`config.mk`:
```
export PLATFORM = sky130hd
export DESIGN_NAME = vau_queue
export DESIGN_NICKNAME = d
export VERILOG_FILES = /design/src/sv/vau_queue.sv
export SDC_FILE = /design/constraint.sdc
export NUM_CORES = 1
export LEC_CHECK = 0
export BUFFER_PORTS_ARGS = -buffer_cell sky130_fd_sc_hd__buf_2
export CAP_MARGIN = 20
export CORE_UTILIZATION = 40
export CTS_BUF_LIST = sky130_fd_sc_hd__clkbuf_4
export DETAILED_ROUTE_END_ITERATION = 10
export GPL_TIMING_DRIVEN = 0
export SYNTH_ARGS = -nofsm -noshare
export SYNTH_HDL_FRONTEND = slang
export SYNTH_SLANG_ARGS = --single-unit
```
`constraint.sdc`:
```
create_clock -name clk -period 1.6 [get_ports clk]
set_input_delay 0.32 -clock clk [delete_from_list [all_inputs] [get_ports clk]]
set_output_delay 0.32 -clock clk [all_outputs]
set_load 0.05 [all_outputs]
```
`src/sv/vau_queue.sv`:
```
// vau_queue: two-entry item queue between the front and the back.
// Depends on nothing.
module vau_queue #(
  parameter int DW = 8
) (
  input  logic          clk,
  input  logic          rst_n,
  input  logic          push_valid,
  output logic          push_ready,
  input  logic [DW-1:0] push_data,
  output logic          pop_valid,
  input  logic          pop_ready,
  output logic [DW-1:0] pop_data
);
  logic [DW-1:0] mem_r [2];
  logic          wp_r, rp_r;
  logic [1:0]    cnt_r;
  logic          push, pop;

  assign push_ready = cnt_r != 2'd2;
  assign pop_valid  = cnt_r != 2'd0;
  assign pop_data   = mem_r[rp_r];
  assign push       = push_valid && push_ready;
  assign pop        = pop_valid && pop_ready;

  always_ff @(posedge clk) begin
    if (push) mem_r[wp_r] <= push_data;
  end

  always_ff @(posedge clk) begin
    if (!rst_n) begin
      wp_r  <= 1'b0;
      rp_r  <= 1'b0;
      cnt_r <= 2'd0;
    end else begin
      if (push) wp_r <= !wp_r;
      if (pop) rp_r <= !rp_r;
      cnt_r <= cnt_r + 2'(push) - 2'(pop);
    end
  end

endmodule

```
; Yosys cells after proc, flatten, opt, wreduce, memory -nomap -nowiden
; Memories as Yosys holds them, arrays and structs flattened. A register that Yosys moved wholly into a read port is not among the register bits.
; Index checks and enable logic that the tools add are counted.
[op_classes]
n_addsub = 2
reduce_logical = 5
n_mux = 4
n_eq_ne = 1
[ops]
columns = cell, count
row1 = $mux W1, 4
row2 = $add A2 B1 Y2, 1
row3 = $logic_and A1 B1 Y1, 2
row4 = $logic_not A1 Y1, 2
row5 = $ne A2 B2 Y1 const B, 1
row6 = $reduce_bool A2 Y1, 1
row7 = $sub A2 B1 Y2, 1
[totals]
output_inout_bits = 10
memories = 1
elab_cells = 16
ramBits = 16
in_bits = 12
reg_bits = 4
[mem_list]
columns = memory, depth, word_bits, read_ports, rd_clocked_by_memory_dff, wr, line_no
row1 = mem_r, 2, 8, 1, 1, 1, 15  ; logic [DW-1:0] mem_r [2];

; Logic depth before layout (Yosys ltp)
[depth]
depth_word = 4
depth_mapped = 6
depth_no_buf = 6

; Least setup slack after synthesis
; No wires, ideal clock.
[synth_path]
path_type = register to register
startpoint = reg cnt_r[0]
endpoint = mem mem_r[1][0] (enable)
path_stages_with_launch = 3
required_ps = 1268
path_buffers = 0
setup_ps = 332
period_less_slack_ps = 1596
arrival_time_ps = 1264
path_slack_ps = 4
cell_sequence = dfxtp_1 > nand2b_1 > and3_1
[synth_between]
elab_chain_len = 4
[synth_lines]
columns = item, line_no
row1 = start: declaration, 17  ; logic [1:0] cnt_r;
row2 = start signal: assignment, 38  ; cnt_r <= cnt_r + 2'(push) - 2'(pop);
row3 = $ne A2 B2 Y1, 20  ; assign push_ready = cnt_r != 2'd2;
row4 = net push_ready, 9  ; output logic push_ready,
row5 = $logic_and A1 B1 Y1, 23  ; assign push = push_valid && push_ready;
row6 = $mux W1, 27  ; if (push) mem_r[wp_r] <= push_data;
row7 = $mux W1 (not written as such), 27
row8 = end: declaration, 15
; The timed path passes the listed nets, and every way through them passes these cells.

==> summary.md <==
At the worst endpoint, the required time is 1280 ps. The library cell with the largest summed area after synthesis was sky130_fd_sc_hd__edfxtp_1. The final layout contains 94 nets. The share of the cycle needed by the critical path after routing came out at 0.987. The tree is rooted in a sky130_fd_sc_hd__clkbuf_4.

For this run, the top clock speed supported by timing is 0.633 GHz. STA classifies the critical path startpoint as a flip-flop. The clock reaches the later pin of the worst-skew pair after 290 ps. Number of DRC violations after detailed-routing iteration 0: 2. Counting tap cells, the placed design contains a total of 103 instances. The initial core utilization came out at 0.426. For the worst slack on hold paths, the log shows 205 ps. Clock-pin slew on the worst setup and hold paths: 110 ps. After detailed routing, the met2 layer carries 552 um of wire. For the number of global-route vias before repair, the log shows 426. The fraction of post-synthesis cell area in the top cell type by area is 0.575, and the setup fix buffers added after clock tree synthesis is 0.

On the final layout, the worst clock skew is 5.72 ps. For the leakage power figure, the log shows 0.000430 uW. Yosys mapped a number of flops with a built-in enable equal to 16.

The total detailed-routing wirelength is 1150 um, and the number of antenna violations at the first check in global routing is 0. The highest routed metal layer was met4. The synthesized netlist occupies a cell area of 836 um^2. The run gives 0.752 as the remaining max-slew budget at the tightest pin. Counting I/O delays and the setup requirement, the final critical path takes 1580 ps. By count the netlist is led by sky130_fd_sc_hd__edfxtp_1 (16), sky130_fd_sc_hd__mux2_2 (8), sky130_fd_sc_hd__dfxtp_1 (5). The standard cell core area came out at 1960 um^2. Setup violations remaining at the end of the flow were counted as 0.

The number of diodes is 0. The number of fill cells is 189, and the number of vias per cell is 4.75. The total number of vias was 508. The first global-routing pass estimated 1720 um of wire. The run finished with clean final reports. The level count of the clock H-tree came out at 1. Most numerous cell in the Yosys netlist: sky130_fd_sc_hd__edfxtp_1. STA classifies the critical path endpoint as a primary output.

The final count of hold timing violations was 0. The tools report the overall power after layout as 1580 uW. The area added between synthesis and finish came out at 28.0%. The count of port buffers added during placement is 21, and the worst vdd rail ir drop is 0.982 mV. The run gives 0 as the max capacitance violation total.

Width of the die: 47.7 um. Actual transition at the worst max-transition pin: 372 ps. The number of nets handed over by synthesis was 68. TritonCTS built the clock tree.

Across all register-to-register paths, the minimum setup slack is 120 ps. The clock drives 21 sinks. The tools report the worst slack at placement as 62.1 ps.

Classification of the worst setup path: reg -> out. The fraction of final layout cells with drive strength greater than 1 is 0.475. The average instance in the mapped netlist occupies 15.2 um^2.

Summing all multi-input logic gate instances after layout gives 246 um^2. The worst hold path belongs to the class in -> reg. Entering global routing, the biggest net connects 13 pins. Summed over all nets, wire length on met3 after detailed routing comes to 76 um.

The tools report the part of the Yosys area used for sequential elements as 0.695. The remaining routing DRC violations was 0; the remaining antenna violation count after routing was 0. Buffers inserted during clock tree synthesis total 3. Routability-driven placement finished with a final weighted congestion of 0.740. The run gives 0 as the count of pins over their slew limit. Number of warnings reported in the yosys synthesis log: 0.

The initialized floorplan defines 16 standard-cell rows. In this run the worst path has a maximum fanout of 8. Setup repair after global routing could not meet its margin everywhere.

Most used flip-flop cell after synthesis: sky130_fd_sc_hd__edfxtp_1. The tools report the number of optimization iterations in the first detailed-route pass as 4. The non-filler instance count after layout came out at 107. The signal arrival time at the worst endpoint was 1260 ps.

Yosys attributes the largest share of cell area to sky130_fd_sc_hd__edfxtp_1 (57%), sky130_fd_sc_hd__dfxtp_1 (12%), sky130_fd_sc_hd__mux2_2 (11%), sky130_fd_sc_hd__nor2_1 (1.8%), sky130_fd_sc_hd__and3_1 (1.5%). The cell area power density came out at 1480 nW/um^2. The maximum clock path buffer count came out at 2. The floorplan die height was 47.7 um; the overall overflow remaining after global route was 0. The proportion of synthesized flip-flops having asynchronous set or reset works out to 0.

The die covers 2280 um^2. After detailed routing, the average wire length per cell comes to 10.8 um. The run gives 0.114 as the overall track demand over capacity in global routing. 22 I/O pins were placed. Synthesis inferred 21 register bits.

For the distinct cell type count of the synthesized netlist, the log shows 23. The tools report the post-DP HPWL as 818 um. The gate count after technology mapping is 55, and the smallest setup slack after layout is 20.2 ps. Across the whole layout, storage elements account for 582 um^2. Sum of routed wire segments on met1: 517 um.
[cell usage in the layout, fill, tap and decap left out, types with 2 or more instances in the layout]
| cell | instances |
|---|---|
| sky130_fd_sc_hd__mux2_2 | 7 |
| sky130_fd_sc_hd__buf_6 | 8 |
| sky130_fd_sc_hd__edfxtp_1 | 16 |
| sky130_fd_sc_hd__nor2_1 | 4 |
| sky130_fd_sc_hd__buf_2 | 12 |
| sky130_fd_sc_hd__inv_1 | 2 |
| sky130_fd_sc_hd__and3_1 | 2 |
| sky130_fd_sc_hd__dfxtp_1 | 4 |
| sky130_fd_sc_hd__o21ai_0 | 2 |
| sky130_fd_sc_hd__clkbuf_4 | 4 |
[worst max-delay path: stages, from the launching register on]
cell                      delay, ps
sky130_fd_sc_hd__dfxtp_2        330
sky130_fd_sc_hd__buf_6          130
sky130_fd_sc_hd__mux2_2         350
sky130_fd_sc_hd__buf_6          150
[per-stage QoR]
step / util / area (um^2) / setup TNS [ps]
6_report: 0.545 / 1070 / 0
4_1_cts: 0.540 / 1060 / 0
5_1_grt: 0.545 / 1070 / -138
2_1_floorplan: - / 836 / 0
3_3_place_gp: 0.497 / 975 / 0
3_5_place_dp: 0.497 / 975 / 0
[final timing paths]
check / start / to / cells after the start
hold / removal: push_data[2] / mem_r[0][2] / 1
hold reg to reg: rp_r / flip-flop / 2
setup reg to reg: cnt_r[1] / cnt_r[1] / 6
setup / recovery: flip-flop / pop_data[1] / 3
[layout make-up]
type	count	share of cell area
flip-flops and latches	21	0.544
multi-input cells	31	0.230
repair buffers	21	0.151
well taps	27	0.0316
clock buffers	3	0.0211
plain buffers	1	0.0105
inverters	2	0.00702
clock inverters	1	0.00468
[where the power goes]
group,switching [uW],internal (uW)
clock,143,93.0
sequential,36.8,667
combinational,386,256
total,566,1020
[cell families (layout without fill, tap and decap cells)]
group | count (synthesis) | count (layout) | synth area share
adder cells (fa/ha/maj) | 1 | 1 | 0.0150
AO/OA/AOI/OAI | 6 | 6 | 0.0524
multiplexers | 8 | 8 | 0.108
AND/OR/NAND/NOR | 15 | 15 | 0.105
XOR/XNOR | 1 | 1 | 0.0105
flip-flops | 21 | 21 | 0.695
buffers and inverters | 3 | 28 | 0.0150
[layer usage]
layer  up-vias  global-route usage
li1        257                   -
met1       234               0.128
met2        15               0.189
met3         2              0.0717
met4         0              0.0167
met5         -                   0
[sequential cells by signal, summed over array words and instances, names as in the netlist, named ones only]
register,flops
wp_r,1
mem_r,16
cnt_r,2
rp_r,1
[what timing repair did]
action	4_1_cts	5_1_grt
hold buffers	0	0
endpoints found under the setup margin	8	9
pin swaps	0	0
gates resized for setup	19	3
Note: power is estimated with default switching activity, not from simulation.
