--- src/sv/vau_pkg.sv ---
// vau_pkg: opcodes, status codes and control types of the vec4 vector unit.
// No dependencies. Used by all modules but vau_queue.
package vau_pkg;

  localparam logic [3:0] OP_ADD   = 4'd0;
  localparam logic [3:0] OP_SUB   = 4'd1;
  localparam logic [3:0] OP_MUL   = 4'd2;
  localparam logic [3:0] OP_DIV   = 4'd3;
  localparam logic [3:0] OP_SADD  = 4'd4;
  localparam logic [3:0] OP_SSUB  = 4'd5;
  localparam logic [3:0] OP_SMUL  = 4'd6;
  localparam logic [3:0] OP_SDIV  = 4'd7;
  localparam logic [3:0] OP_DOT3  = 4'd8;
  localparam logic [3:0] OP_DOT4  = 4'd9;
  localparam logic [3:0] OP_CROSS = 4'd10;
  localparam logic [3:0] OP_MAG   = 4'd11;
  localparam logic [3:0] OP_NORM  = 4'd12;
  localparam logic [3:0] OP_XFORM = 4'd13;

  localparam logic [1:0] ST_OK  = 2'd0;
  localparam logic [1:0] ST_SAT = 2'd1;
  localparam logic [1:0] ST_DZ  = 2'd2;

  localparam int MAT_N     = 16;
  localparam int MAT_PAIRS = 8;
  localparam int MAT_EW    = 32;
  localparam int CFG_AW    = 6;
  localparam int CFG_DW    = 64;

  typedef struct packed {
    logic [3:0] op;
    logic       lng;   // iterative unit needed
    logic       sqrt;  // root pass needed
  } vau_ctl_t;

endpackage

--- src/sv/vau_if.sv ---
// vau_in_if / vau_out_if: valid-ready channels of the vec4 vector unit.
// Depends on nothing; the width parameter follows the lane width.
interface vau_in_if #(parameter int W = 32);
  logic                valid;
  logic                ready;
  logic [3:0]          op;
  logic signed [W-1:0] a_x, a_y, a_z, a_w;
  logic signed [W-1:0] b_x, b_y, b_z, b_w;
  modport source(output valid, op, a_x, a_y, a_z, a_w, b_x, b_y, b_z, b_w, input ready);
  modport sink(input valid, op, a_x, a_y, a_z, a_w, b_x, b_y, b_z, b_w, output ready);
  modport mon(input valid, op, a_x, a_y, a_z, a_w, b_x, b_y, b_z, b_w, ready);
endinterface


--- src/sv/vau_front.sv ---
// vau_front: accepts items, classifies the opcode, broadcasts the scalar operand.
// Depends on vau_pkg and vau_in_if.
module vau_front import vau_pkg::*; #(
  parameter int W = 32
) (
  vau_in_if.sink              in_ch,
  output logic                push_valid,
  input  logic                push_ready,
  output vau_ctl_t            push_ctl,
  output logic signed [W-1:0] push_a [4],
  output logic signed [W-1:0] push_b [4]
);
  logic scalar;

  assign in_ch.ready = push_ready;
  assign push_valid  = in_ch.valid;
  assign scalar      = !in_ch.op[3] && in_ch.op[2];

  always_comb begin
    push_ctl.op = in_ch.op;
    unique case (in_ch.op) inside
      OP_DIV, OP_SDIV: begin
        push_ctl.lng  = 1'b1;
        push_ctl.sqrt = 1'b0;
      end
      OP_MAG, OP_NORM: begin
        push_ctl.lng  = 1'b1;
        push_ctl.sqrt = 1'b1;
      end
      default: begin
        push_ctl.lng  = 1'b0;
        push_ctl.sqrt = 1'b0;
      end
    endcase
  end

  assign push_a[0] = in_ch.a_x;
  assign push_a[1] = in_ch.a_y;
  assign push_a[2] = in_ch.a_z;
  assign push_a[3] = in_ch.a_w;
  assign push_b[0] = in_ch.b_x;
  assign push_b[1] = scalar ? in_ch.b_x : in_ch.b_y;
  assign push_b[2] = scalar ? in_ch.b_x : in_ch.b_z;
  assign push_b[3] = scalar ? in_ch.b_x : in_ch.b_w;

endmodule

--- src/flat_wrapper.sv ---
// flat-port wrapper written by rule: the top's interface ports become plain ports
module vau_front_flat import vau_pkg::*;
#(
  parameter int W = 32
)
  (push_valid, push_ready, push_ctl, push_a, push_b, in_ch_valid, in_ch_op, in_ch_a_x, in_ch_a_y, in_ch_a_z, in_ch_a_w, in_ch_b_x, in_ch_b_y, in_ch_b_z, in_ch_b_w, in_ch_ready);
  vau_in_if #(.W(W)) in_ch_i ();
  output logic push_valid;
  input  logic push_ready;
  output vau_ctl_t push_ctl;
  output logic signed [W-1:0] push_a[4];
  output logic signed [W-1:0] push_b[4];
  input wire logic [$bits(in_ch_i.valid)-1:0] in_ch_valid;
  input wire logic [$bits(in_ch_i.op)-1:0] in_ch_op;
  input wire logic [$bits(in_ch_i.a_x)-1:0] in_ch_a_x;
  input wire logic [$bits(in_ch_i.a_y)-1:0] in_ch_a_y;
  input wire logic [$bits(in_ch_i.a_z)-1:0] in_ch_a_z;
  input wire logic [$bits(in_ch_i.a_w)-1:0] in_ch_a_w;
  input wire logic [$bits(in_ch_i.b_x)-1:0] in_ch_b_x;
  input wire logic [$bits(in_ch_i.b_y)-1:0] in_ch_b_y;
  input wire logic [$bits(in_ch_i.b_z)-1:0] in_ch_b_z;
  input wire logic [$bits(in_ch_i.b_w)-1:0] in_ch_b_w;
  output wire logic [$bits(in_ch_i.ready)-1:0] in_ch_ready;
  assign in_ch_i.valid = in_ch_valid;
  assign in_ch_i.op = in_ch_op;
  assign in_ch_i.a_x = in_ch_a_x;
  assign in_ch_i.a_y = in_ch_a_y;
  assign in_ch_i.a_z = in_ch_a_z;
  assign in_ch_i.a_w = in_ch_a_w;
  assign in_ch_i.b_x = in_ch_b_x;
  assign in_ch_i.b_y = in_ch_b_y;
  assign in_ch_i.b_z = in_ch_b_z;
  assign in_ch_i.b_w = in_ch_b_w;
  assign in_ch_ready = in_ch_i.ready;
  vau_front #(.W(W)) u_core (.in_ch(in_ch_i), .push_valid(push_valid), .push_ready(push_ready), .push_ctl(push_ctl), .push_a(push_a), .push_b(push_b));
endmodule
--- config.mk ---
export PLATFORM = sky130hd
export DESIGN_NAME = vau_front_flat
export DESIGN_NICKNAME = d
export VERILOG_FILES = /design/src/sv/vau_pkg.sv /design/src/sv/vau_if.sv /design/src/sv/vau_front.sv /design/src/flat_wrapper.sv
export SDC_FILE = /design/constraint.sdc
export NUM_CORES = 1
export LEC_CHECK = 0
export BUFFER_PORTS_ARGS = -buffer_cell sky130_fd_sc_hd__buf_2
export CORE_AREA = 2 2 203 205
export DETAILED_ROUTE_END_ITERATION = 6
export DIE_AREA = 0 0 205 207
export GPL_TIMING_DRIVEN = 1
export SLEW_MARGIN = 15
export SYNTH_ARGS = -nofsm -noshare
export SYNTH_HDL_FRONTEND = slang
export SYNTH_SLANG_ARGS = --single-unit
--- constraint.sdc ---
create_clock -name vclk -period 1.3
set_input_delay 0.065 -clock vclk [all_inputs]
set_output_delay 0.065 -clock vclk [all_outputs]
set_load 0.02 [all_outputs]
# Word level (Yosys, flattened, before mapping)
# Index checks and enable logic that the tools add are counted.
word_totals:
  romBits: 0
  latch_bits: 0
  regBits: 0
  word_cells: 12
  mem_count: 0
  ramBits: 0
classes:
  reduce_logical: 4
  div: 0
  n_mul: 0
  mux: 4
  add_sub_neg: 0
  magnitude_cmp: 0
  n_eq_ne: 4
  n_shift: 0
  bitwise: 0
ops:
  columns: ["op", "n"]
  rows:
  - ["$mux 32", 3]
  - ["$eq 4x4->1 const B", 2]
  - ["$eq 4x2->1 const B", 1]
  - ["$eq 4x3->1 const B", 1]
  - ["$pmux 2 s2", 1]
  - ["$reduce_or 2->1", 2]
  - ["$logic_and 1x1->1", 1]
  - ["$logic_not 1->1", 1]

# Longest topological paths before layout
depth:
  depth_word: 3
  depth_mapped: 5
  depth_no_buf: 2

# Worst setup path after synthesis
# No wires, ideal clock.
synth_timing:
  path_type: "input to output"
  from: "input port in_ch_op[3]"
  to: "output port push_b[52] in the netlist's numbering"
  slack_ns: 0.321
  cell_stages: 5
  arrival_ns: 0.914
  path_cell_list: "nand2b_4 buf_6 buf_8 buf_12 mux2_4"
synth_rtl:
  columns: ["item", "line", "rtl"]
  rows:
  - ["from (decl)", "flat_wrapper.sv:14", "input wire logic [$bits(in_ch_i.op)-1:0] in_ch_op;"]
  - ["to (decl)", "flat_wrapper.sv:12", "output logic signed [W-1:0] push_b[4];"]

==> flow_summary.ini <==
[setup_path]
path_max_fanout = 45
critPathSlowestCell = mux2_2
cp.required_ns = 1.24
critPathBufInv = 3
critPathCaptureType = primary output
cp_top_family = buffers and inverters
critPathKind = in2out
worst-path-stages = 5
max_stage_delay_ns = 0.38
crit_chain = buf_2 > nand2b_4 > buf_16 > mux2_2 > buf_2
crit_top_cell = buf_2
startpoint_type = primary input
cp.arrival_ns = 1.19

[layout]
layout-drive-gt1-share_pct = 98.9
n_sequential_cell = 0
antenna_cells = 0
seq_area_um2 = 0
final_area_mm2 = 0.00335
area_growth_pct = 25.9
clkbuf_count = 0
nets = 637
layout.cells.non_filler = 905

[drt]
drc_errors = 0
firstDrtPassIters = 4
wl_um = 10600
drtAntennaViolNets = 0
drtIter0Drc = 29
vias = 2227
wl_per_cell_um = 11.7
avgViaCountPerCell = 2.46

[sta]
hold_viol = 0
worst_pin_slew_ns = 0.291
relSlewSlack_pct = 80.3
fin_crit_sh_pct = 96.7
finalSetupViolCount = 0
finalMaxSlewViolations = 0
fmaxAchievable_mhz = 796
final.min_clock_period_ns = 1.26
rsz0062_at_grt = true

[floorplanning]
core-area_mm2 = 0.0404
ioPinCount = 526
dieArea_mm2 = 0.0424
die_y_um = 207
die_w_um = 205
start_util_pct = 6.59
row_count = 74

[grt]
grt_pass1_vias = 2105
grt_max_degree = 46
antenna_found_initial = 0
globalRouteTotalUtil_pct = 4.30
grt_pass1_wl_um = 13400
overflow = 0

[placement]
dp_hpwl_um = 9580
io_buffers = 266
dpl_cell_area_mm2 = 0.00334
dp.cells = 905
gp_congestion = 0.653

[clock_tree]
cts_hold_buf = 0
ctsResizeCount = 0
cts_setup_buffers = 0

[power]
p_per_area_mw_per_mm2 = 414
leakagePower_nw = 1.70
finalPower_mw = 1.39
ir_drop_mv = 0.109

[yosys]
syn_nets = 541
synth.distinct_cells = 13
yosys_warnings = 0
syn_inst = 279
ys_seq_area_share_pct = 0
avgSynthCellArea_um2 = 9.53
synth_area_mm2 = 0.00266

[job]
drv_cap = 0

[run_status]
status = completed

[worst_hold_path]
hold_class = in2out
min_path_cells = 0
## kinds of logic (layout without fill, tap and decap cells)
kind of cell	Yosys count	count (layout)	share of synthesized area, %
buf+inv	177	271	51.8
mux	96	96	46.3
simple gates	5	5	1.60
compound gates	1	1	0.329
## stage by stage
step / setup slack (ns) / util, % / hold slack [ns] / TNS (ns)
finish: 0.0430 / 8.30 / 0.130 / 0
global route: -0.0123 / 8.30 / 0.130 / -0.0524
CTS: 0.0316 / 8.28 / 0.130 / 0
detailed placement: 0.0361 / 8.28 / 0.130 / 0
global placement: 0.0582 / 8.28 / 0.130 / 0
floorplan: 0.321 / - / 0.243 / 0
## cell usage in the layout (no fill, tap or decap)
cell type / n
buf_12: 1
a31o_2: 1
nand4b_1: 1
buf_4: 3
nor4bb_1: 1
mux2_2: 56
nand2b_4: 1
nand2_1: 1
buf_2: 266
mux2_4: 40
nand2b_1: 1
buf_16: 1
## synthesized netlist by cell type (all sizes together)
master / n / area (µm²)
a31o: 1 / 8.76
buf: 177 / 1380
nand2: 1 / 3.75
nand2b: 2 / 20.0
nand4b: 1 / 8.76
nor4bb: 1 / 10.0
mux2: 96 / 1230
## metal layers
metal	routed length [µm]	vias to the layer above	GRT usage [%]
met5	0	-	0
met4	705	0	2.88
met3	1400	80	1.45
met2	5400	246	8.67
met1	3120	941	3.35
li1	-	960	-
## cell type report
| type | count | area (µm²) |
|---|---|---|
| repair buffers | 271 | 1400 |
| well taps | 532 | 666 |
| multi-input cells | 102 | 1280 |
| fillers | 4714 | 37000 |
## path summary, 6_finish.rpt
| path | slack, ns | start | to |
|---|---|---|---|
| setup / recovery | 0.04 | in_ch_op[3] | push_b[48] |
| hold / removal | 0.13 | in_ch_a_x[30] | push_a[126] |
## power by group
group / leakage [nW] / switching [mW] / internal, mW
sequential: 0 / 0 / 0
combinational: 1.70 / 0.758 / 0.629
clock: 0 / 0 / 0
Power figures use the tool's default switching activity.
