===== src/sv/vau_pkg.sv =====
// vau_pkg: opcodes, status codes and control types of the vec4 vector unit.
// No dependencies. Used by all modules but vau_queue.
package vau_pkg;

  localparam logic [3:0] OP_ADD   = 4'd0;
  localparam logic [3:0] OP_SUB   = 4'd1;
  localparam logic [3:0] OP_MUL   = 4'd2;
  localparam logic [3:0] OP_DIV   = 4'd3;
  localparam logic [3:0] OP_SADD  = 4'd4;
  localparam logic [3:0] OP_SSUB  = 4'd5;
  localparam logic [3:0] OP_SMUL  = 4'd6;
  localparam logic [3:0] OP_SDIV  = 4'd7;
  localparam logic [3:0] OP_DOT3  = 4'd8;
  localparam logic [3:0] OP_DOT4  = 4'd9;
  localparam logic [3:0] OP_CROSS = 4'd10;
  localparam logic [3:0] OP_MAG   = 4'd11;
  localparam logic [3:0] OP_NORM  = 4'd12;
  localparam logic [3:0] OP_XFORM = 4'd13;

  localparam logic [1:0] ST_OK  = 2'd0;
  localparam logic [1:0] ST_SAT = 2'd1;
  localparam logic [1:0] ST_DZ  = 2'd2;

  localparam int MAT_N     = 16;
  localparam int MAT_PAIRS = 8;
  localparam int MAT_EW    = 32;
  localparam int CFG_AW    = 6;
  localparam int CFG_DW    = 64;

  typedef struct packed {
    logic [3:0] op;
    logic       lng;   // iterative unit needed
    logic       sqrt;  // root pass needed
  } vau_ctl_t;

endpackage


===== src/sv/vau_regs.sv =====
// vau_regs: APB register file holding the 4x4 transform matrix.
// Depends on vau_pkg.
module vau_regs import vau_pkg::*; #(
  parameter int F = 16
) (
  input  logic                     clk,
  input  logic                     rst_n,
  input  logic                     cfg_psel,
  input  logic                     cfg_penable,
  input  logic                     cfg_pwrite,
  input  logic [CFG_AW-1:0]        cfg_paddr,
  input  logic [CFG_DW-1:0]        cfg_pwdata,
  output logic [CFG_DW-1:0]        cfg_prdata,
  output logic                     cfg_pready,
  output logic signed [MAT_EW-1:0] mat [MAT_N]
);
  localparam logic [CFG_DW-1:0] ONE_LO = CFG_DW'(MAT_EW'(1) << F);
  localparam logic [CFG_DW-1:0] ONE_HI = ONE_LO << MAT_EW;

  logic [CFG_DW-1:0] mat_r [MAT_PAIRS];
  logic [2:0]        idx;

  assign idx        = cfg_paddr[CFG_AW-1:3];
  assign cfg_pready = 1'b1;
  assign cfg_prdata = mat_r[idx];

  always_ff @(posedge clk) begin
    if (!rst_n) begin
      for (int i = 0; i < MAT_PAIRS; i++) begin
        mat_r[i] <= (i == 0 || i == 5) ? ONE_LO : ((i == 2 || i == 7) ? ONE_HI : '0);
      end
    end else if (cfg_psel && cfg_penable && cfg_pwrite) begin
      mat_r[idx] <= cfg_pwdata;
    end
  end

  always_comb begin
    for (int k = 0; k < MAT_N; k++) begin
      mat[k] = mat_r[k/2][(k%2)*MAT_EW +: MAT_EW];
    end
  end

endmodule


===== config.mk =====
export PLATFORM = sky130hd
export DESIGN_NAME = vau_regs
export DESIGN_NICKNAME = d
export VERILOG_FILES = /design/src/sv/vau_pkg.sv /design/src/sv/vau_regs.sv
export SDC_FILE = /design/constraint.sdc
export NUM_CORES = 1
export LEC_CHECK = 0
export BUFFER_PORTS_ARGS = -buffer_cell sky130_fd_sc_hd__buf_2
export CAP_MARGIN = 5
export CORE_AREA = 2 2 257 259
export CTS_CLUSTER_DIAMETER = 30
export DETAILED_ROUTE_END_ITERATION = 7
export DIE_AREA = 0 0 259 261
export MAX_ROUTING_LAYER = met4
export SYNTH_ARGS = -nofsm -noshare
export SYNTH_HDL_FRONTEND = slang
export SYNTH_SLANG_ARGS = --single-unit

===== constraint.sdc =====
create_clock -name clk -period 4.6 [get_ports clk]
set_clock_uncertainty 0.1 [all_clocks]
set_input_delay 0.92 -clock clk [delete_from_list [all_inputs] [get_ports clk]]
set_output_delay 0.92 -clock clk [all_outputs]
set_load 0.005 [all_outputs]

# ---- Word-level counts from Yosys, hierarchy flattened
# Memory sizes are Yosys's and may differ from the RTL's.
# Index checks and enable logic that the tools add are counted.
dict set report word_totals {
  ramBits 512
  ff_bits 0
  n_memories 1
  wordCells 11
  input_bits 75
}
# memory words word_bits read_ports rd_clocked_by_memory_dff write_ports line
set memory_table {}
lappend memory_table {mat_r 8 64 9 0 8 vau_regs.sv:20} ;# logic [CFG_DW-1:0] mat_r [MAT_PAIRS];
dict set report op_classes {
  n_reduce_logical 3
  muxes 7
}
# op count
set ops {}
lappend ops {{two-way mux 64 bit} 1}
lappend ops {{OR reduction 64 bit} 1}
lappend ops {{two-way mux 1 bit} 5}
lappend ops {{two-way mux 3 bit} 1}
lappend ops {{logical AND 1 bit} 2}

# ---- Depth between registers and ports, before layout
# Gate-level depths: netlist (run 1).
dict set report logic_depth {
  word_depth 7
  ltp_mapped 6
  depth_no_buf 3
}

# ---- Worst setup path before layout (run 1)
# Ideal clock, no wire load.
dict set report synth_path {
  kind {input -> register}
  from {in cfg_paddr[3]}
  to {mem mat_r[1][0], enable pin}
  arrival_ns 3.271
  n_path_buf 2
  cell_stages 5
  path_slack_ns 0.796
  cell_sequence {buf_2 -> inv_1 -> nor4_1 -> buf_2 -> nand2b_1}
}
# element line
set synth_rtl {}
lappend synth_rtl {{start: declaration} vau_regs.sv:11} ;# input logic [CFG_AW-1:0] cfg_paddr,
lappend synth_rtl {{end: declaration} vau_regs.sv:20}

# ---- Worst setup path after layout (run 1)
dict set report layout_path {
  from {in cfg_paddr[3]}
  to {out cfg_prdata[30]}
}
dict set report layout_between {
  elab_chain_len 1
}
# element line
set layout_rtl {}
lappend layout_rtl {{memory read (8 x 64 bit)} n/a}
lappend layout_rtl {{end: declaration} vau_regs.sv:13} ;# output logic [CFG_DW-1:0] cfg_prdata,
# No other way between the ends.

==> results by group, run 1 <==
Routing
  • Remaining DRCs: 0
  • DR vias: 15200
  • Final wirelength: 80.3 mm
  • Pre-Repair DR Iteration Count: 5
  • Antenna Nets Post-Route: 0
  • Via/cell ratio: 5.07
  • DR iter-0 viols: 1138
  • Drt wl/cell: 26.8 um

Power and ir drop
  • Maximum vdd ir drop: 0.000329 V
  • Pwr dens: 460 nW/um^2
  • Leakage: 12.1 nW

GRT
  • Remaining global-route overflow: 0
  • Vias in the first global route: 15800
  • Initial antenna violation count: 5
  • First-pass GRT wire length: 112 mm
  • Largest net degree at the start of global routing: 65
  • Total GRT Usage: 23.8%

Placed design
  • DP HPWL: 50.3 mm
  • GPL Wtd Cong: 0.871
  • Dpl ws: 724 ps
  • I/O Buffers: 647

Synth
  • Post-Synth Simple-Gate Area: 14.6%
  • Largest area contributor in the netlist: edfxtp_1
  • Register area share after synthesis: 67.3%
  • Synth Register Bits: 512
  • Most frequent cell after synthesis: edfxtp_1
  • Ranking of synthesized cells by area: edfxtp_1 67%, and2_1 14%, mux4_2 13%
  • Synth Cell Area: 22900 sq um
  • Post-synthesis mux area share: 15.7%
  • Syn Area/Cell: 17.1 sq um
  • Largest family of logic cells by synthesized area: multiplexers
  • Adder-Cell Fraction of Synth Area: 0%
  • Post-Syn Instances: 1338
  • EDFF count, synth: 512
  • Syn Nets: 1413
  • Most common library cells after synthesis: 512 x edfxtp_1, 508 x and2_1, 127 x mux4_2
  • Synth Area in XOR/XNOR: 0%
  • Post-synth top area share: 67.3%
  • Synth Warn #: 0
  • Prevailing post-synth register cell: edfxtp_1
  • Fraction of registers with async set/reset: 0%
  • Post-synth cell types: 26
  • Compound-gate portion of the synthesized area: 0.110%

Critical path
  • Worst-path maximum fanout: 54
  • CP Capture Point: cfg_prdata[30]
  • CP max stage delay: 540 ps
  • CP arrival: 2800 ps
  • Worst Setup SP: cfg_paddr[3]
  • Crit path capture type: output pin
  • Crit Path Category: primary input to output pin
  • Setup crit start kind: primary input
  • Worst path cell trace: buf_8, buf_12, mux4_2, mux2_2, buf_2
  • Slowest CP cell: mux4_2
  • WP data required: 3580 ps

CTS
  • CTS root buf: clkbuf_16
  • Clock sink total: 512
  • Num CTS Buffers: 105
  • Cts repair resizes: 0
  • Clock Path Buffers: 3
  • CTS tree: built
  • H-Tree Depth: 3
  • Buffer count from post-CTS setup fixing: 0
  • CTS Hold Buffers Added: 0
  • CTS clk-pin slew, worst paths: 50 ps

Floorplanning
  • Core box area: 65000 sq um
  • Initial Utilization: 35.1%
  • Io pins: 652
  • DIE AREA: 67600 sq um
  • Cell Rows: 94
  • Die width: 259 um
  • Die height: 261 um

STA
  • Measured slew at the worst slew-check pin: 1070 ps
  • RSZ-0062 raised after global routing: false
  • Post-route setup slack: 776 ps
  • Rel. slew slack: 28.6%
  • Final hold vios: 0
  • Final TNS setup: 0 ps
  • Fin crit share: 83.1%
  • Max Clock Freq: 262 MHz
  • Crit path time final: 3820 ps
  • Fin. max-slew vios: 0
  • Final setup viols: 0

Final layout
  • Fillers: 5643
  • Post-layout net count: 2114
  • Biggest register: mat_r
  • Fraction of layout cells with a size suffix above 1: 50.2%
  • Regs by FF count: mat_r x512
  • Max reg flops: 512
  • Area Growth Syn to Fin: 34.9%

Min path
  • Hold Crit Class: primary input to flop

Run
  • Number of max-cap violations: 0

Status
  • Outcome: complete, no violations
## layout by cell type (no fill, tap or decap), drive strengths merged
| cell type | count |
|---|---|
| nand2 | 2 |
| nor4 | 2 |
| buf | 688 |
| nor2 | 1 |
| a21boi | 1 |
| bufinv | 12 |
| and2 | 508 |
| nand4 | 1 |
| nor3 | 2 |
| o32a | 1 |
| conb | 1 |
| clkinvlp | 12 |
| edfxtp | 512 |
| and4 | 1 |
| and3 | 4 |
| diode | 5 |
| clkbuf | 116 |
| nand3b | 1 |
| a21o | 1 |
| mux4 | 127 |
| mux2 | 63 |
| clkinv | 42 |
| nand2b | 12 |
| nor2b | 2 |
| inv | 13 |
| mux2i | 1 |
## worst max-delay path, delay by kind of cell
family | cells | cell delay, ps
muxes | 2 | 830
buffers and inverters | 3 | 970
## kinds of logic after synthesis
logic type | count (synthesis)
buffers and inverters | 95
and+or+nand+nor | 536
muxes | 191
DFF | 512
other | 1
AOI/OAI and AO/OA | 3
## through the flow
step | power (mW) | instances | utilization, % | instance area, sq um | hold WS [ps]
after floorplan | 6.08 | 1338 | - | 22900 | 998
after global placement | 6.76 | 2796 | 41.9 | 27300 | 1170
after detailed placement | 6.77 | 2796 | 41.9 | 27300 | 1180
after CTS | 14.3 | 2990 | 47.4 | 30800 | 497
after global routing | 14.6 | 2994 | 47.4 | 30800 | 528
final | 14.2 | 2995 | 47.4 | 30800 | 550
## report_power, final
| part | internal (mW) | switching (mW) | leakage [nW] | total [mW] |
|---|---|---|---|---|
| combinational | 0.525 | 0.578 | 5.51 | 1.10 |
| clock | 4.96 | 2.53 | 1.72 | 7.49 |
| sequential | 5.40 | 0.173 | 4.87 | 5.58 |
## area by class of cell
class | instances | area, sq um | share of cell area (%)
Inverter | 1 | 3.75 | 0.0122
Timing Repair Buffer | 688 | 3750 | 12.2
Multi-Input combinational cell | 731 | 7050 | 22.9
Sequential cell | 512 | 15400 | 49.9
Antenna cell | 5 | 12.5 | 0.0406
Tap cell | 864 | 1080 | 3.51
Clock buffer | 116 | 2730 | 8.86
Clock inverter | 78 | 822 | 2.67
## per-layer routing
metal	up-vias	GRT usage [%]	part of all wire, %
met4	0	7.58	2.6
met2	696	39.1	50
met5	-	-	0
li1	6432	-	-
met3	134	5.84	7.2
met1	7921	29.1	40
## how the worst min path moves through the flow
stage,slack [ps],from,endpoint,depth (start not counted)
2_1_floorplan,1000,cfg_pwdata[16],mat_r[0][16],1
5_1_grt,530,cfg_pwdata[56],mat_r[0][56],2
6_report,550,cfg_pwdata[50],mat_r[2][50],2
3_3_place_gp,1170,cfg_pwdata[58],mat_r[2][58],2
4_1_cts,500,cfg_pwdata[56],mat_r[0][56],2
3_5_place_dp,1180,cfg_pwdata[0],mat_r[2][0],2
Power figures use the tool's default switching activity.
==> inputs of run 2 (changes only) <==
ABC_AREA = 1   (was unset)
CORE_AREA = 2 2 256 258   (was 2 2 257 259)
DIE_AREA = 0 0 258 260   (was 0 0 259 261)
clock period = 3.58 ns   (was 4.6 ns; I/O delays follow)
==> results by group, run 2 <==
Power and ir drop
  • Logic pwr share: 8.6% (was 7.8%)
  • Internal power: 14.8 mW (was 10.9 mW)
  • Pwr dens: 610 nW/um^2 (was 460 nW/um^2)
  • Sw frac: 24.4% (was 23.1%)
  • Leakage: 15.2 nW (was 12.1 nW)
  • Maximum vdd ir drop: 0.000584 V (was 0.000329 V)
  • Clock Power Share: 54.9% (was 52.9%)
  • Share of power burned in registers: 36.6% (was 39.4%)
  • Switching pwr: 4.76 mW (was 3.28 mW)

Placed design
  • DP HPWL: 56.5 mm (was 50.3 mm)
  • GPL Wtd Cong: 0.906 (was 0.871)
  • DP Area: 28100 sq um (was 27300 sq um)
  • I/O Buffers: 647 (unchanged)

Routing
  • Pre-Repair DR Iteration Count: 6 (was 5)
  • Routed wl met2: 43.9 mm (was 40.4 mm)
  • Drt wl/cell: 21.9 um (was 26.8 um)
  • Final wirelength: 92.3 mm (was 80.3 mm)
  • Top sig layer: met4 (unchanged)
  • DR vias: 20700 (was 15200)
  • Via/cell ratio: 4.91 (was 5.07)
  • Remaining DRCs: 0 (unchanged)
  • Met1 wire length: 36.8 mm (was 32.0 mm)
  • DR iter-0 viols: 1820 (was 1138)
  • Antenna Nets Post-Route: 0 (unchanged)
  • Met3 wire length: 8.41 mm (was 5.80 mm)

Synth
  • Fraction of registers with async set/reset: 0% (unchanged)
  • Syn Area/Cell: 9.17 sq um (was 17.1 sq um)
  • Synth Warn #: 0 (unchanged)
  • Synth Register Bits: 512 (unchanged)
  • Post-synth top area share: 64.2% (was 67.3%)
  • Ranking of synthesized cells by area: edfxtp_1 64%, nand2_1 21%, nor2_1 6.3% (was edfxtp_1 67%, and2_1 14%, mux4_2 13%)
  • Post-Syn Instances: 2611 (was 1338)
  • Largest area contributor in the netlist: edfxtp_1 (unchanged)
  • EDFF count, synth: 512 (unchanged)
  • Synth Cell Area: 23900 sq um (was 22900 sq um)
  • Register area share after synthesis: 64.2% (was 67.3%)
  • Post-synth cell types: 19 (was 26)
  • Most common library cells after synthesis: 1338 x nand2_1, 512 x edfxtp_1, 404 x nor2_1 (was 512 x edfxtp_1, 508 x and2_1, 127 x mux4_2)
  • Syn Nets: 2686 (was 1413)
  • Most frequent cell after synthesis: nand2_1 (was edfxtp_1)
  • Prevailing post-synth register cell: edfxtp_1 (unchanged)

Floorplanning
  • Io pins: 652 (unchanged)
  • Cell Rows: 93 (was 94)
  • Core box area: 64100 sq um (was 65000 sq um)
  • Die width: 258 um (was 259 um)
  • Initial Utilization: 37.3% (was 35.1%)
  • DIE AREA: 67100 sq um (was 67600 sq um)
  • Die height: 260 um (was 261 um)

STA
  • Final hold vios: 0 (unchanged)
  • Fin crit share: 83.6%
  • Measured slew at the worst slew-check pin: 1190 ps (was 1070 ps)
  • RSZ-0062 raised after global routing: false (unchanged)
  • Final TNS setup: 0 ps (unchanged)
  • Crit path time final: 2990 ps
  • Fin. max-slew vios: 0 (unchanged)
  • Max Clock Freq: 334 MHz
  • Final setup viols: 0 (unchanged)
  • Rel. slew slack: 20.7% (was 28.6%)

CTS
  • CTS clk-pin slew, worst paths: 50 ps (about the same)
  • Num CTS Buffers: 112 (was 105)
  • Clock sink total: 512 (unchanged)
  • CTS root buf: clkbuf_16 (unchanged)
  • Cts repair resizes: 0 (unchanged)
  • Clock Path Buffers: 3 (unchanged)
  • CTS tree: built (unchanged)
  • CTS Hold Buffers Added: 0 (unchanged)
  • H-Tree Depth: 3 (unchanged)
  • Buffer count from post-CTS setup fixing: 0 (unchanged)

Critical path
  • Crit path capture type: output pin (unchanged)
  • Worst-path maximum fanout: 86 (was 54)
  • Worst Setup SP: cfg_paddr[3] (unchanged)
  • Crit Path Category: primary input to output pin (unchanged)
  • WP data required: 2760 ps (was 3580 ps)
  • CP arrival: 2180 ps (was 2800 ps)
  • Setup crit start kind: primary input (unchanged)

Final layout
  • Max reg flops: 512 (unchanged)
  • Area Growth Syn to Fin: 34.0% (was 34.9%)
  • Fin util: 50.0% (was 47.4%)
  • Post-layout net count: 3340 (was 2114)
  • Commonest non-fill, non-tap cells in the layout: 1330 x nand2_1, 644 x buf_2, 512 x edfxtp_1 (was 644 x buf_2, 512 x edfxtp_1, 508 x and2_1)
  • Design Area, Final: 32100 sq um (was 30800 sq um)
  • Fraction of layout cells with a size suffix above 1: 30.1% (was 50.2%)
  • Regs by FF count: mat_r x512 (unchanged)
  • Most common cell after layout, fill and taps aside: nand2_1 (was buf_2)
  • Biggest register: mat_r (unchanged)

Status
  • Outcome: complete, no violations (unchanged)

GRT
  • Largest net degree at the start of global routing: 87 (was 65)
  • Vias in the first global route: 19700 (was 15800)
  • Remaining global-route overflow: 0 (unchanged)
  • First-pass GRT wire length: 132 mm (was 112 mm)
  • Initial antenna violation count: 0 (was 5)
  • Total GRT Usage: 27.6% (was 23.8%)

Min path
  • Worst Hold Launch: cfg_pwdata[0] (was cfg_pwdata[50])
  • Hold Crit Class: primary input to flop (unchanged)

Run
  • Number of max-cap violations: 0 (unchanged)
-- run 2: worst max-delay path: stages --
cell and delay, ps:
buf_8 190, inv_8 170, buf_12 370, nand2_1 90, nand2_1 70, nand2_1 40
nand2_1 80, nand2_1 50, nand2_1 150, buf_2 140
-- run 2: layout make-up --
| cell class | count | area [sq um] |
|---|---|---|
| clock buffer | 124 | 2870 |
| fill | 5867 | 32000 |
| clock inverter | 85 | 1090 |
| sequential | 512 | 15400 |
| antenna | 1 | 2.50 |
| multi-input combinational | 1875 | 7490 |
| timing repair buffer | 695 | 3920 |
| inverter | 69 | 270 |
| tap | 855 | 1070 |
-- run 2: logic make-up (layout without fill, tap and decap cells) --
family	count (synthesis)	count (layout)	synth area share (%)
buffers and inverters	224	973	4.87
AND/OR/NAND/NOR	1874	1874	30.9
flip-flops	512	512	64.2
other	1	2	0.0157
-- run 2: final timing paths --
kind	to	slack (ps)	cells after the start
worst max-delay path	cfg_prdata[39]	590	10
worst min-delay path	mat_r[6][0]	370	3
-- run 2: per-layer routing --
layer | vias to the layer above | global-route usage (%)
met1 | 9814 | 34.8
met4 | 0 | 10.7
met3 | 194 | 5.96
met5 | - | -
met2 | 1094 | 43.7
li1 | 9590 | -
-- run 2: stage by stage --
step                setup WS, ps  total power, mW  std cells  hold slack, ps
global route                 482             20.1       4215             382
finish                       589             19.6       4216             373
CTS                          622             19.6       4215             331
detailed placement           470             8.92       4006            1030
global placement             539             8.92       4006            1020
floorplan                    138             7.99       2611             904
-- run 2: power groups by stage --
stage                     clock, mW  combinational [mW]  sequential [mW]
final                          10.7                1.67             7.15
after global routing           11.1                1.84             7.18
after CTS                      10.8                1.68             7.15
after detailed placement          0                1.67             7.25
after global placement            0                1.67             7.24
after floorplan                   0               0.738             7.25
